**config.mk**
```make
export PLATFORM = sky130hd
export DESIGN_NAME = keypad_set_relay_pulse_timer
export DESIGN_NICKNAME = d
export VERILOG_FILES = /design/src/rtl/core/kspt_pkg.sv /design/src/rtl/core/kspt_ctrl.sv /design/src/rtl/core/keypad_set_relay_pulse_timer.sv
export SDC_FILE = /design/constraint.sdc
export NUM_CORES = 1
export LEC_CHECK = 0
export ABC_AREA = 1
export BUFFER_PORTS_ARGS = -buffer_cell sky130_fd_sc_hd__clkbuf_2
export CORE_ASPECT_RATIO = 0.9
export CORE_MARGIN = 2
export CORE_UTILIZATION = 35
export DETAILED_ROUTE_END_ITERATION = 12
export GPL_ROUTABILITY_DRIVEN = 0
export GPL_TIMING_DRIVEN = 0
export MAX_ROUTING_LAYER = met4
export PLACE_DENSITY_LB_ADDON = 0.3
export SLEW_MARGIN = 20
export SYNTH_ARGS = -nofsm -noshare
export SYNTH_HDL_FRONTEND = slang
export SYNTH_SLANG_ARGS = --single-unit
```
**constraint.sdc**
```tcl
create_clock -name clk -period 3 [get_ports clk]
set_clock_uncertainty 0.05 [all_clocks]
set_input_delay 0.45 -clock clk [delete_from_list [all_inputs] [get_ports clk]]
set_output_delay 0.45 -clock clk [all_outputs]
set_load 0.05 [all_outputs]
```
**src/rtl/core/kspt_pkg.sv**
```systemverilog
package kspt_pkg;

  localparam int unsigned VAL_W = 17;
  localparam int unsigned KEY_W = 4;

  localparam logic [VAL_W-1:0] ACC_LIMIT     = 17'd9999;
  localparam logic [VAL_W-1:0] MIN_DUR_RESET = 17'd20;
  localparam logic [VAL_W-1:0] DUR_RESET     = 17'd20;

  localparam logic [KEY_W-1:0] KEY_DIGIT_MAX = 4'd9;
  localparam logic [KEY_W-1:0] KEY_EDIT      = 4'd10;
  localparam logic [KEY_W-1:0] KEY_START     = 4'd11;

  typedef enum logic {
    OP_TICK = 1'b0,
    OP_KEY  = 1'b1
  } op_t;

  // lowest field last: relay_on sits in bit 0
  typedef struct packed {
    logic             key_ignored;
    logic [VAL_W-1:0] ticks_left;
    logic [VAL_W-1:0] pulse_length;
    logic             editing;
    logic             relay_on;
  } result_t;

endpackage

```
**src/rtl/core/kspt_ctrl.sv**
```systemverilog
module kspt_ctrl (
  input  logic                          clk,
  input  logic                          rst_n,
  input  logic                          cfg_we,
  input  logic [kspt_pkg::VAL_W-1:0]    cfg_min,
  input  logic                          step_en,
  input  kspt_pkg::op_t                 op,
  input  logic [kspt_pkg::KEY_W-1:0]    key,
  output kspt_pkg::result_t             result
);

  logic [kspt_pkg::VAL_W-1:0] min_dur_r;
  logic [kspt_pkg::VAL_W-1:0] dur_r, dur_nxt;
  logic [kspt_pkg::VAL_W-1:0] acc_r, acc_nxt;
  logic [kspt_pkg::VAL_W-1:0] cnt_r, cnt_nxt;
  logic                       edit_r, edit_nxt;
  logic                       ignored;

  always_ff @(posedge clk) begin
    if (!rst_n) begin
      min_dur_r <= kspt_pkg::MIN_DUR_RESET;
      dur_r     <= kspt_pkg::DUR_RESET;
      acc_r     <= '0;
      cnt_r     <= '0;
      edit_r    <= 1'b0;
    end else begin
      if (cfg_we) begin
        min_dur_r <= cfg_min;
      end
      if (step_en) begin
        dur_r  <= dur_nxt;
        acc_r  <= acc_nxt;
        cnt_r  <= cnt_nxt;
        edit_r <= edit_nxt;
      end
    end
  end

  always_comb begin
    logic [kspt_pkg::VAL_W-1:0] acc_base;
    logic [kspt_pkg::VAL_W-1:0] dur_clamp;
    acc_base  = (acc_r > kspt_pkg::ACC_LIMIT) ? '0 : acc_r;
    dur_clamp = (dur_r < min_dur_r) ? min_dur_r : dur_r;
    dur_nxt   = dur_r;
    acc_nxt   = acc_r;
    cnt_nxt   = cnt_r;
    edit_nxt  = edit_r;
    ignored   = 1'b0;
    if (op == kspt_pkg::OP_TICK) begin
      if (cnt_r != '0) begin
        cnt_nxt = cnt_r - {{(kspt_pkg::VAL_W-1){1'b0}}, 1'b1};
      end
    end else if (cnt_r != '0) begin
      ignored = 1'b1;
    end else if (key <= kspt_pkg::KEY_DIGIT_MAX) begin
      if (edit_r) begin
        acc_nxt = (acc_base << 3) + (acc_base << 1)
                + {{(kspt_pkg::VAL_W-kspt_pkg::KEY_W){1'b0}}, key};
        dur_nxt = acc_nxt;
      end
    end else if (key == kspt_pkg::KEY_EDIT) begin
      edit_nxt = !edit_r;
      if (!edit_r) begin
        acc_nxt = '0;
      end else begin
        dur_nxt = dur_clamp;
      end
    end else if (key == kspt_pkg::KEY_START) begin
      edit_nxt = 1'b0;
      dur_nxt  = dur_clamp;
      cnt_nxt  = dur_clamp;
    end
  end

  always_comb begin
    result.relay_on     = (cnt_nxt != '0);
    result.editing      = edit_nxt;
    result.pulse_length = dur_nxt;
    result.ticks_left   = cnt_nxt;
    result.key_ignored  = ignored;
  end

endmodule

```
**src/rtl/core/keypad_set_relay_pulse_timer.sv**
```systemverilog
// An accepted input beat goes through the input register and the result register
// (on out_tvalid), each holding one beat. Throughput: one beat per cycle unless
// out_tready stalls; the two advance together when the result register is free.
// Reset (rst_n low at a rising edge) empties both registers and sets
// duration 20, min_duration 20, countdown 0, edit mode off.
module keypad_set_relay_pulse_timer (
  input  logic                       clk,
  input  logic                       rst_n,
  input  logic                       cfg_valid,
  output logic                       cfg_ready,
  input  logic [kspt_pkg::VAL_W-1:0] cfg_data,   // min_duration
  input  logic                       in_tvalid,
  output logic                       in_tready,
  input  logic [7:0]                 in_tdata,   // [3:0] key_code, [7:4] zero
  input  logic [0:0]                 in_tuser,   // [0] operation
  output logic                       out_tvalid,
  input  logic                       out_tready,
  // [0] relay_on, [1] editing, [18:2] pulse_length, [35:19] ticks_left,
  // [36] key_ignored, [39:37] zero
  output logic [39:0]                out_tdata
);

  logic                           in_v_r;
  logic                           in_op_r;
  logic [kspt_pkg::KEY_W-1:0]     in_key_r;
  logic                           out_v_r;
  logic [39:0]                    out_data_r;
  logic                           adv;
  kspt_pkg::result_t              result;

  assign cfg_ready  = 1'b1;
  assign adv        = in_v_r && (!out_v_r || out_tready);
  assign in_tready  = !in_v_r || adv;
  assign out_tvalid = out_v_r;
  assign out_tdata  = out_data_r;

  always_ff @(posedge clk) begin
    if (!rst_n) begin
      in_v_r  <= 1'b0;
      out_v_r <= 1'b0;
    end else begin
      if (in_tready) begin
        in_v_r <= in_tvalid;
      end
      if (adv) begin
        out_v_r <= 1'b1;
      end else if (out_tready) begin
        out_v_r <= 1'b0;
      end
    end
  end

  always_ff @(posedge clk) begin
    if (in_tvalid && in_tready) begin
      in_op_r  <= in_tuser[0];
      in_key_r <= in_tdata[kspt_pkg::KEY_W-1:0];
    end
    if (adv) begin
      out_data_r <= {3'b000, result};
    end
  end

  kspt_ctrl u_ctrl (
    .clk     (clk),
    .rst_n   (rst_n),
    .cfg_we  (cfg_valid && cfg_ready),
    .cfg_min (cfg_data),
    .step_en (adv),
    .op      (kspt_pkg::op_t'(in_op_r)),
    .key     (in_key_r),
    .result  (result)
  );

`ifndef NO_ASSERTIONS
  a_relay_matches_count: assert property (@(posedge clk) disable iff (!rst_n)
    out_tvalid |-> (out_tdata[0] == (out_tdata[35:19] != '0)))
    else $error("relay_on disagrees with ticks_left");

  a_ignored_only_in_pulse: assert property (@(posedge clk) disable iff (!rst_n)
    (out_tvalid && out_tdata[36]) |-> out_tdata[0])
    else $error("key ignored while no pulse runs");

  a_no_edit_in_pulse: assert property (@(posedge clk) disable iff (!rst_n)
    out_tvalid |-> !(out_tdata[0] && out_tdata[1]))
    else $error("edit mode active during a pulse");

  a_input_held: assert property (@(posedge clk) disable iff (!rst_n)
    (in_v_r && !adv) |=> (in_v_r && $stable(in_key_r) && $stable(in_op_r)))
    else $error("stalled input beat lost");
`endif

endmodule
```
* Word-level counts from Yosys, hierarchy flattened *
Cells that the tools add are included.

word-level totals
  register bits = 113
  input bits = 31
  output and inout bits = 43

operators by class
  add/sub/neg operators = 3
  magnitude comparators = 3
  eq/ne operators = 4
  mux-type cells = 27
  bitwise logic cells = 1
  reduce and logical (&&, ||, !) cells = 12

operators with widths
  cell                   number
  $mux 17                18
  $reduce_bool 17->1     2
  $add 17x17->17         1
  $add 17x4->17          1
  $gt 17x14->1 const B   1
  $lt 17x17->1           1
  $sub 17x1->17 const B  1
  $mux 16                1
  $eq 4x4->1 const B     2
  $mux 1                 8
  $reduce_and 6->1       1
  $le 4x4->1 const B     1
  $reduce_bool 2->1      2
  $logic_not 1->1        3
  $logic_and 1x1->1      2
  $logic_or 1x1->1       2
  $ne 2x1->1 const B     1
  $ne 2x2->1 const B     1
  $not 1->1              1

* Longest topological paths before layout *
Gate-level depths: netlist (run 1).

  depth in word-level cells = 8
  gate-level depth with buffers = 25
  mapped depth without buffers = 25

* Hierarchy *
From an unflattened synthesis (run 1), not the netlist that was laid out.

unflattened totals
  cells, all modules = 1,123
  area total of the unflattened synthesis = 7,696.1 um^2

modules (own cells, without submodules)
  module                        times used  cells an instance  area each (um^2)  sequential area each (um^2)
  kspt_ctrl                     1           1,062              6,302.3           1,381.3
  keypad_set_relay_pulse_timer  1           61                 1,393.8           1,301.2

* Least setup slack after synthesis (run 1) *
Ideal clock, no wire load.

  kind = register -> register
  start = register u_ctrl.acc_r[9] (netlist name)
  end = register out_data_r[13], in the netlist out_tdata[13], data pin
  library setup time = 0.251 ns
  arrival = 2.801 ns
  required time = 2.699 ns
  path slack = -0.101 ns
  cell stages (with the launch flop) = 24
  buffers on the path = 1
  clock period less this slack = 3.101 ns
  cell sequence = dfxtp_1 nand2_1 nor2_1 nand2_1 nand2_1 nand2_1 nand2_1 clkbuf_1 nor2_1 ha_1 ha_1 a21oi_1 nand2_1 nand2_1 nand2_1 nand2_1 nand2_1 or2_2 nand3_1 nand2_1 nand2_1 nand3_1 nand2_1 inv_1

RTL lines
  element                 RTL line                            RTL
  start, declared         kspt_ctrl.sv:14                     logic [kspt_pkg::VAL_W-1:0] acc_r, acc_nxt;
  start signal, assigned  kspt_ctrl.sv:32                     acc_r <= acc_nxt;
  end signal, assigned    keypad_set_relay_pulse_timer.sv:59  out_data_r <= {3'b000, result};
  end, declared           keypad_set_relay_pulse_timer.sv:27  logic [39:0] out_data_r;

==> results of run 1 <==
## layout by cell type, fill, tap and decap left out, types with 14 or more instances in the layout
cell,count
clkbuf_2,65
nand3_1,60
ha_4,23
clkbuf_1,30
nand2_2,45
ha_1,22
nand3_2,19
dfxtp_1,62
clkbuf_16,19
inv_2,22
o21ai_0,63
o21ai_1,17
a21oi_1,110
edfxtp_1,42
a21oi_2,14
inv_1,136
nand4_1,25
nand2_1,246
buf_4,34
nand2_4,15
nor2_4,18
nor2_1,47
## metal layers
layer | track usage [%] | vias up
met3 | 3.99 | 56
li1 | - | 3927
met5 | - | -
met2 | 32.3 | 368
met1 | 31.1 | 3711
met4 | 7.86 | 0
## timing repair
item	in CTS	in global routing
hold buffers	0	0
endpoints found under the setup margin	37	34
cloned	1	0
resized for setup	118	82
pin swaps	52	42
buffers inserted	20	12
## metrics by stage
step / hold slack, ps / worst slack, ps / area [sq um] / std cells
finish: 150 / -376 / 10300 / 1543
floorplan: 394 / 13.6 / 7820 / 1122
global route: 136 / -497 / 10300 / 1543
detailed placement: 409 / -637 / 8510 / 1478
CTS: 138 / -223 / 9830 / 1531
global placement: 404 / -755 / 8510 / 1478
## final cells by class
| class | count | area (sq um) |
|---|---|---|
| Timing Repair Buffer | 98 | 606 |
| Fill cell | 2088 | 11500 |
| Clock buffer | 22 | 454 |
| Buffer | 43 | 234 |
| Clock inverter | 10 | 136 |
| Tap cell | 291 | 364 |
| Inverter | 160 | 601 |
| Multi-Input combinational cell | 806 | 5190 |
| Sequential cell | 113 | 2690 |
## worst max-delay path, cell delays in order, from the launching register on
cell,delay [ps]
dfxtp_2,320
inv_2,70
nand4_1,170
nand2_2,150
nand2_2,80
nand2_4,140
nand2_8,90
nor2_4,140
xnor2_2,100
ha_4,280
inv_2,40
fa_2,420
o21ai_4,200
nand2_2,110
nand2_4,100
nand2_2,60
nand2_2,60
nand2_2,60
nand3_2,70
nand2_2,50
a21oi_2,140
nand3_2,100
nand2_2,80
inv_1,40
## synthesized netlist by cell type (6+ instances only)
cell type,count,area share [%]
nand4_1,25,2.0
o21ai_0,68,4.4
o21ai_1,15,0.96
dfxtp_1,71,18
inv_1,146,7.0
a21oi_1,129,8.3
nand2_1,287,14
nor2_1,62,3.0
nand2_2,10,0.80
edfxtp_1,42,16
nand3_1,79,5.1
buf_4,6,0.58
buf_2,7,0.45
clkbuf_1,28,1.3
inv_2,12,0.58
nor2_4,8,1.2
ha_1,45,7.2
nand2_4,10,1.4
nor3_1,7,0.45
xor2_1,7,0.79
## state kept, by name, indices dropped and copies added (netlist names)
name,cells
u_ctrl.cnt_r,17
out_tdata,37
in_v_r,1
u_ctrl.min_dur_r,17
u_ctrl.acc_r,17
u_ctrl.edit_r,1
out_tvalid,1
u_ctrl.dur_r,17
in_op_r,1
in_key_r,4
## kinds of logic (layout without fill, tap and decap cells)
kind of cell,after synthesis,count (layout),share of synthesized area (%)
flip-flops,113,113,34.4
AO/OA/AOI/OAI,233,233,15.9
buffers and inverters,203,333,10.4
other,2,5,0.0963
XOR/XNOR,10,10,1.12
adder cells (fa/ha/maj),46,46,7.48
AND/OR/NAND/NOR,512,512,30.6
## where the power goes
part	leakage [nW]	total (W)	internal, W	switching [W]
Combinational	3.37	0.00112	0.000323	0.000800
Clock	0.280	0.00207	0.00132	0.000744
Sequential	0.983	0.00178	0.00170	0.0000824
## path summary, 6_finish.rpt
path | startpoint | to | slack (ps) | cells after the start
worst max-delay path | u_ctrl.acc_r[4]$_SDFFE_PN0P_ | out_tdata[14]$_DFFE_PP_ | -380 | 23
worst min-delay path | in_tdata[0] | in_key_r[0]$_DFFE_PP_ | 150 | 1
worst max register to register | u_ctrl.acc_r[4]$_SDFFE_PN0P_ | out_tdata[14]$_DFFE_PP_ | -380 | 23
worst min register to register | u_ctrl.acc_r[3]$_SDFFE_PN0P_ | u_ctrl.acc_r[3]$_SDFFE_PN0P_ | 420 | 2
==> flow_summary.json, run 1 <==
{
  "antenna_found_initial": 0,
  "io_buffer_count": 65,
  "grt_pass1_vias": 7353,
  "grt_pass1_wl_um": 39900,
  "tightest_slew_ps": 679,
  "dp_hpwl_um": 18600,
  "grt_usage_pct": 22.3,
  "drc": 0,
  "power_density_mw_per_mm2": 484,
  "p_leak_nw": 4.64,
  "maxSlewHeadroom_pct": 54.7,
  "wl_met3_um": 2040,
  "grt_max_degree": 47,
  "final.period_utilization_pct": 113,
  "nNetsFinal": 1316,
  "grt_overflow": 0,
  "cts_tree": "built",
  "m1WireLength_um": 11900,
  "drt_iter0_drc": 828,
  "yosysWarnings": 0,
  "synth_edf_count": 42,
  "seq_area_frac_synth_pct": 34.4,
  "cts_max_path_buffers": 2,
  "clockRootBuffer": "clkbuf_16",
  "final_hold_viol_count": 0,
  "htreeDepth": 4,
  "crit_path_max_fanout": 4,
  "die_width_um": 161,
  "finalSetupViolations": 29,
  "yosys_register_bits": 113,
  "antenna_left": 0,
  "fp.dieArea_sq_mm": 0.0235,
  "route.met2.wl_um": 11500,
  "status": "finished with violations",
  "insertion_delay_ps": 430,
  "arrival_ps": 3510,
  "synth_cell_types": 49,
  "fp.coreArea_sq_mm": 0.0218,
  "start_kind": "register",
  "clkTransAtPathRegs_ps": 60,
  "cts_buffers": 17,
  "synth_area_per_cell_sq_um": 6.97,
  "dr.pass1.iters": 6,
  "p_total_w": 0.00497,
  "fin_crit_ps": 3380,
  "cts_sinks": 113,
  "worst_setup_path_end_kind": "register",
  "syn_to_final_growth_pct": 31.8,
  "syn_inst": 1119,
  "syn-cell-area_sq_mm": 0.00780,
  "path_class": "register to register",
  "highest_layer": "met4",
  "n_antenna_cell": 0,
  "fmax_mhz": 296,
  "core.rowCount": 51,
  "ys_async_sr_fraction_pct": 0,
  "rsz0062_at_grt": "yes",
  "fin_tns_setup_ps": -7370,
  "wl_um": 26100,
  "final_util_pct": 47.2,
  "peakVddDrop_v": 0.000344,
  "io_pins": 74,
  "via_per_inst": 5.22,
  "vias": 8062,
  "drive_above_1_share_pct": 28.4,
  "synth_flop_cell": "dfxtp_1",
  "violations": "setup timing",
  "cap_viol_max_count": 0,
  "slew_viol_final": 0,
  "worstPathRequired_ps": 3130,
  "fp.dieH_um": 146,
  "initial_core_util_pct": 35.8,
  "wl_per_cell_um": 16.9,
  "hp-class": "input pin to register",
  "fin_ws_ps": -376
}
(Power assumes the default switching activity.)
==> run 2, diff against run 1 <==
TNS_END_PERCENT = 10   (was not set)
==> run 2 against run 1 <==
The run still ends with setup timing left. Design area shrank 2.9%. Total power is 0.21% lower. Cell count is 0.84% lower. Combinational power barely moved. Routed wire length is 2.0% lower. Sequential share of layout area grew 0.76 points. Core utilization is 1.4 points lower. Critical path depth is 1 lower. First-iteration DRC count fell by 8.6%. Die area unchanged. Critical endpoint is now out_tdata[12]$_DFFE_PP_. Largest cell class unchanged. Highest routed layer unchanged.
==> flow_summary.json, run 2 (synthesis results as in run 1) <==
{
  "insertion_delay_ps": 430,
  "power_density_mw_per_mm2": 497,
  "slew_viol_final": 0,
  "nNetsFinal": 1303,
  "via_per_inst": 5.21,
  "fmax_mhz": 296,
  "fin_crit_ps": 3370,
  "cp_slowest_cell": "fa_2",
  "grt_pass1_wl_um": 39500,
  "dpl_cell_area_sq_mm": 0.00851,
  "initial_core_util_pct": 35.8,
  "cp-endpoint": "out_tdata[12]$_DFFE_PP_",
  "cts_sinks": 113,
  "maxSlewHeadroom_pct": 55.3,
  "syn_to_final_growth_pct": 28.0,
  "grt_usage_pct": 22.1,
  "clockRootBuffer": "clkbuf_16",
  "antenna_found_initial": 0,
  "final_cell_mix": "nand2_1, inv_1, a21oi_1",
  "dp_cells": 1478,
  "cpLargestDelayFamily": "simple AND/OR/NAND/NOR gates",
  "drc": 0,
  "worstPathRequired_ps": 3120,
  "die_width_um": 161,
  "dp_hpwl_um": 18600,
  "peakVddDrop_v": 0.000348,
  "fp.dieH_um": 146,
  "arrival_ps": 3500,
  "final_hold_viol_count": 0,
  "finalSetupViolations": 27,
  "drt_iter0_drc": 757,
  "cts_tree": "built",
  "switchingPower_w": 0.00162,
  "cts_buffers": 17,
  "drive_above_1_share_pct": 25.2,
  "wl_um": 25600,
  "stdcell_area_sq_mm": 0.00998,
  "whs_ps": 146,
  "path_class": "register to register",
  "io_pins": 74,
  "final.period_utilization_pct": 112,
  "cap_viol_max_count": 0,
  "r2r-start": "u_ctrl.acc_r[4]$_SDFFE_PN0P_",
  "clkTransAtPathRegs_ps": 60,
  "tightest_slew_ps": 671,
  "crit_chain": "inv_2 > nand4_1 > nand2_2 > nand2_2 > nand2_4 > nand2_8 > nor2_4 > xnor2_1 > ha_1 > inv_2 > fa_2 > o21ai_4 > buf_6 > nand3_2 > nand2_2 > nand2_2 > nand3_2 > nand2_1 > a21oi_1 > nand3_1 > nand2_2 > inv_1",
  "start_kind": "register",
  "switching_share_pct": 32.7,
  "ff2ff_path_depth": 22,
  "grt_max_degree": 47,
  "critical_path_depth": 22,
  "fin_ws_ps": -374,
  "clockPowerShare_pct": 41.7,
  "vias": 7965,
  "r2r_slack_ps": -370,
  "worst_setup_path_end_kind": "register",
  "internal_power_w": 0.00334,
  "wl_per_cell_um": 16.7,
  "grt_overflow": 0,
  "n_antenna_cell": 0,
  "finalNonFillerCells": 1530,
  "cts_max_path_buffers": 2,
  "fp.dieArea_sq_mm": 0.0235,
  "antenna_left": 0,
  "cp-startpoint": "u_ctrl.acc_r[4]$_SDFFE_PN0P_",
  "crit_buf_inv": 4,
  "violations": "setup timing",
  "dr.pass1.iters": 6,
  "io_buffer_count": 65,
  "final_util_pct": 45.9,
  "max_stage_delay_ps": 390,
  "hp-class": "input pin to register",
  "htreeDepth": 4,
  "hold_buffers": 0,
  "grt_pass1_vias": 7270,
  "status": "finished with violations",
  "core.rowCount": 51,
  "r2r_end": "out_tdata[12]$_DFFE_PP_",
  "layout_commonest_cell": "nand2_1",
  "crit_path_max_fanout": 4,
  "fp.coreArea_sq_mm": 0.0218,
  "rsz0062_at_grt": "yes",
  "largest_reg_flops": 37,
  "p_leak_nw": 4.58,
  "crit_top_cell": "nand2_2",
  "seqPwrFrac_pct": 35.9,
  "p_comb_share_pct": 22.4
}
==> run 2: cell count changes in the layout (fill, tap and decap cells not counted), moves of 7 or more <==
cell | before | now
buf_4 | 34 | 24
a21oi_1 | 110 | 117
nand2_1 | 246 | 253
nand2_2 | 45 | 38
==> run 2: worst reg2reg max path, cell delays in order (launching register included) <==
cell	delay [ps]
dfxtp_2	330
inv_2	70
nand4_1	170
nand2_2	140
nand2_2	80
nand2_4	150
nand2_8	100
nor2_4	120
xnor2_1	80
ha_1	320
inv_2	50
fa_2	390
o21ai_4	220
buf_6	150
nand3_2	80
nand2_2	90
nand2_2	60
nand3_2	70
nand2_1	60
a21oi_1	120
nand3_1	110
nand2_2	100
inv_1	50
==> run 2: area by class of cell <==
type,count,area (sq um)
Buffer,43,234
Clock buffer,22,454
Clock inverter,10,136
Fill cell,2137,11800
Inverter,160,601
Multi-Input combinational cell,806,5010
Sequential cell,113,2690
Tap cell,291,364
Timing Repair Buffer,85,487
==> run 2: stage by stage <==
stage | worst slack [ps] | setup TNS [ps] | power [W]
CTS | -237 | -3050 | 0.00495
global placement | -755 | -43080 | 0.00287
global route | -539 | -11330 | 0.00517
finish | -374 | -6140 | 0.00496
floorplan | 13.6 | 0 | 0.00259
detailed placement | -637 | -11770 | 0.00288
==> run 2: per-layer routing <==
metal  part of all wire (%)  GRT usage (%)
met5                      0              -
met4                    2.1           7.23
met3                    7.8           3.90
met2                     44           32.1
met1                     46           31.1
==> run 2: worst min path at each step <==
stage | cells past startpoint | slack (ps) | start | endpoint
detailed placement | 2 | 410 | u_ctrl.acc_r[4]$_SDFFE_PN0P_ | u_ctrl.acc_r[4]$_SDFFE_PN0P_
finish | 1 | 150 | in_tdata[0] | in_key_r[0]$_DFFE_PP_
floorplan | 2 | 390 | u_ctrl.min_dur_r[0]$_SDFFE_PN0P_ | u_ctrl.min_dur_r[0]$_SDFFE_PN0P_
global placement | 2 | 400 | u_ctrl.acc_r[6]$_SDFFE_PN0P_ | u_ctrl.acc_r[6]$_SDFFE_PN0P_
CTS | 1 | 140 | in_tdata[0] | in_key_r[0]$_DFFE_PP_
global route | 1 | 140 | in_tdata[0] | in_key_r[0]$_DFFE_PP_
==> run 2: what timing repair did <==
| action | in CTS | in global routing |
|---|---|---|
| buffers inserted | 16 | 3 |
| resized for setup | 102 | 56 |
| cloned | 1 | 0 |
| endpoints found under the hold margin | 0 | 0 |
| setup endpoints to repair | 37 | 33 |
| pin swaps | 38 | 31 |
==> run 2: power groups by stage <==
stage | clock [W] | combinational, W | sequential (W)
after floorplan | 0 | 0.000696 | 0.00190
after global placement | 0 | 0.00106 | 0.00181
after detailed placement | 0 | 0.00107 | 0.00181
after CTS | 0.00209 | 0.00108 | 0.00178
after global routing | 0.00216 | 0.00122 | 0.00179
final | 0.00207 | 0.00111 | 0.00178
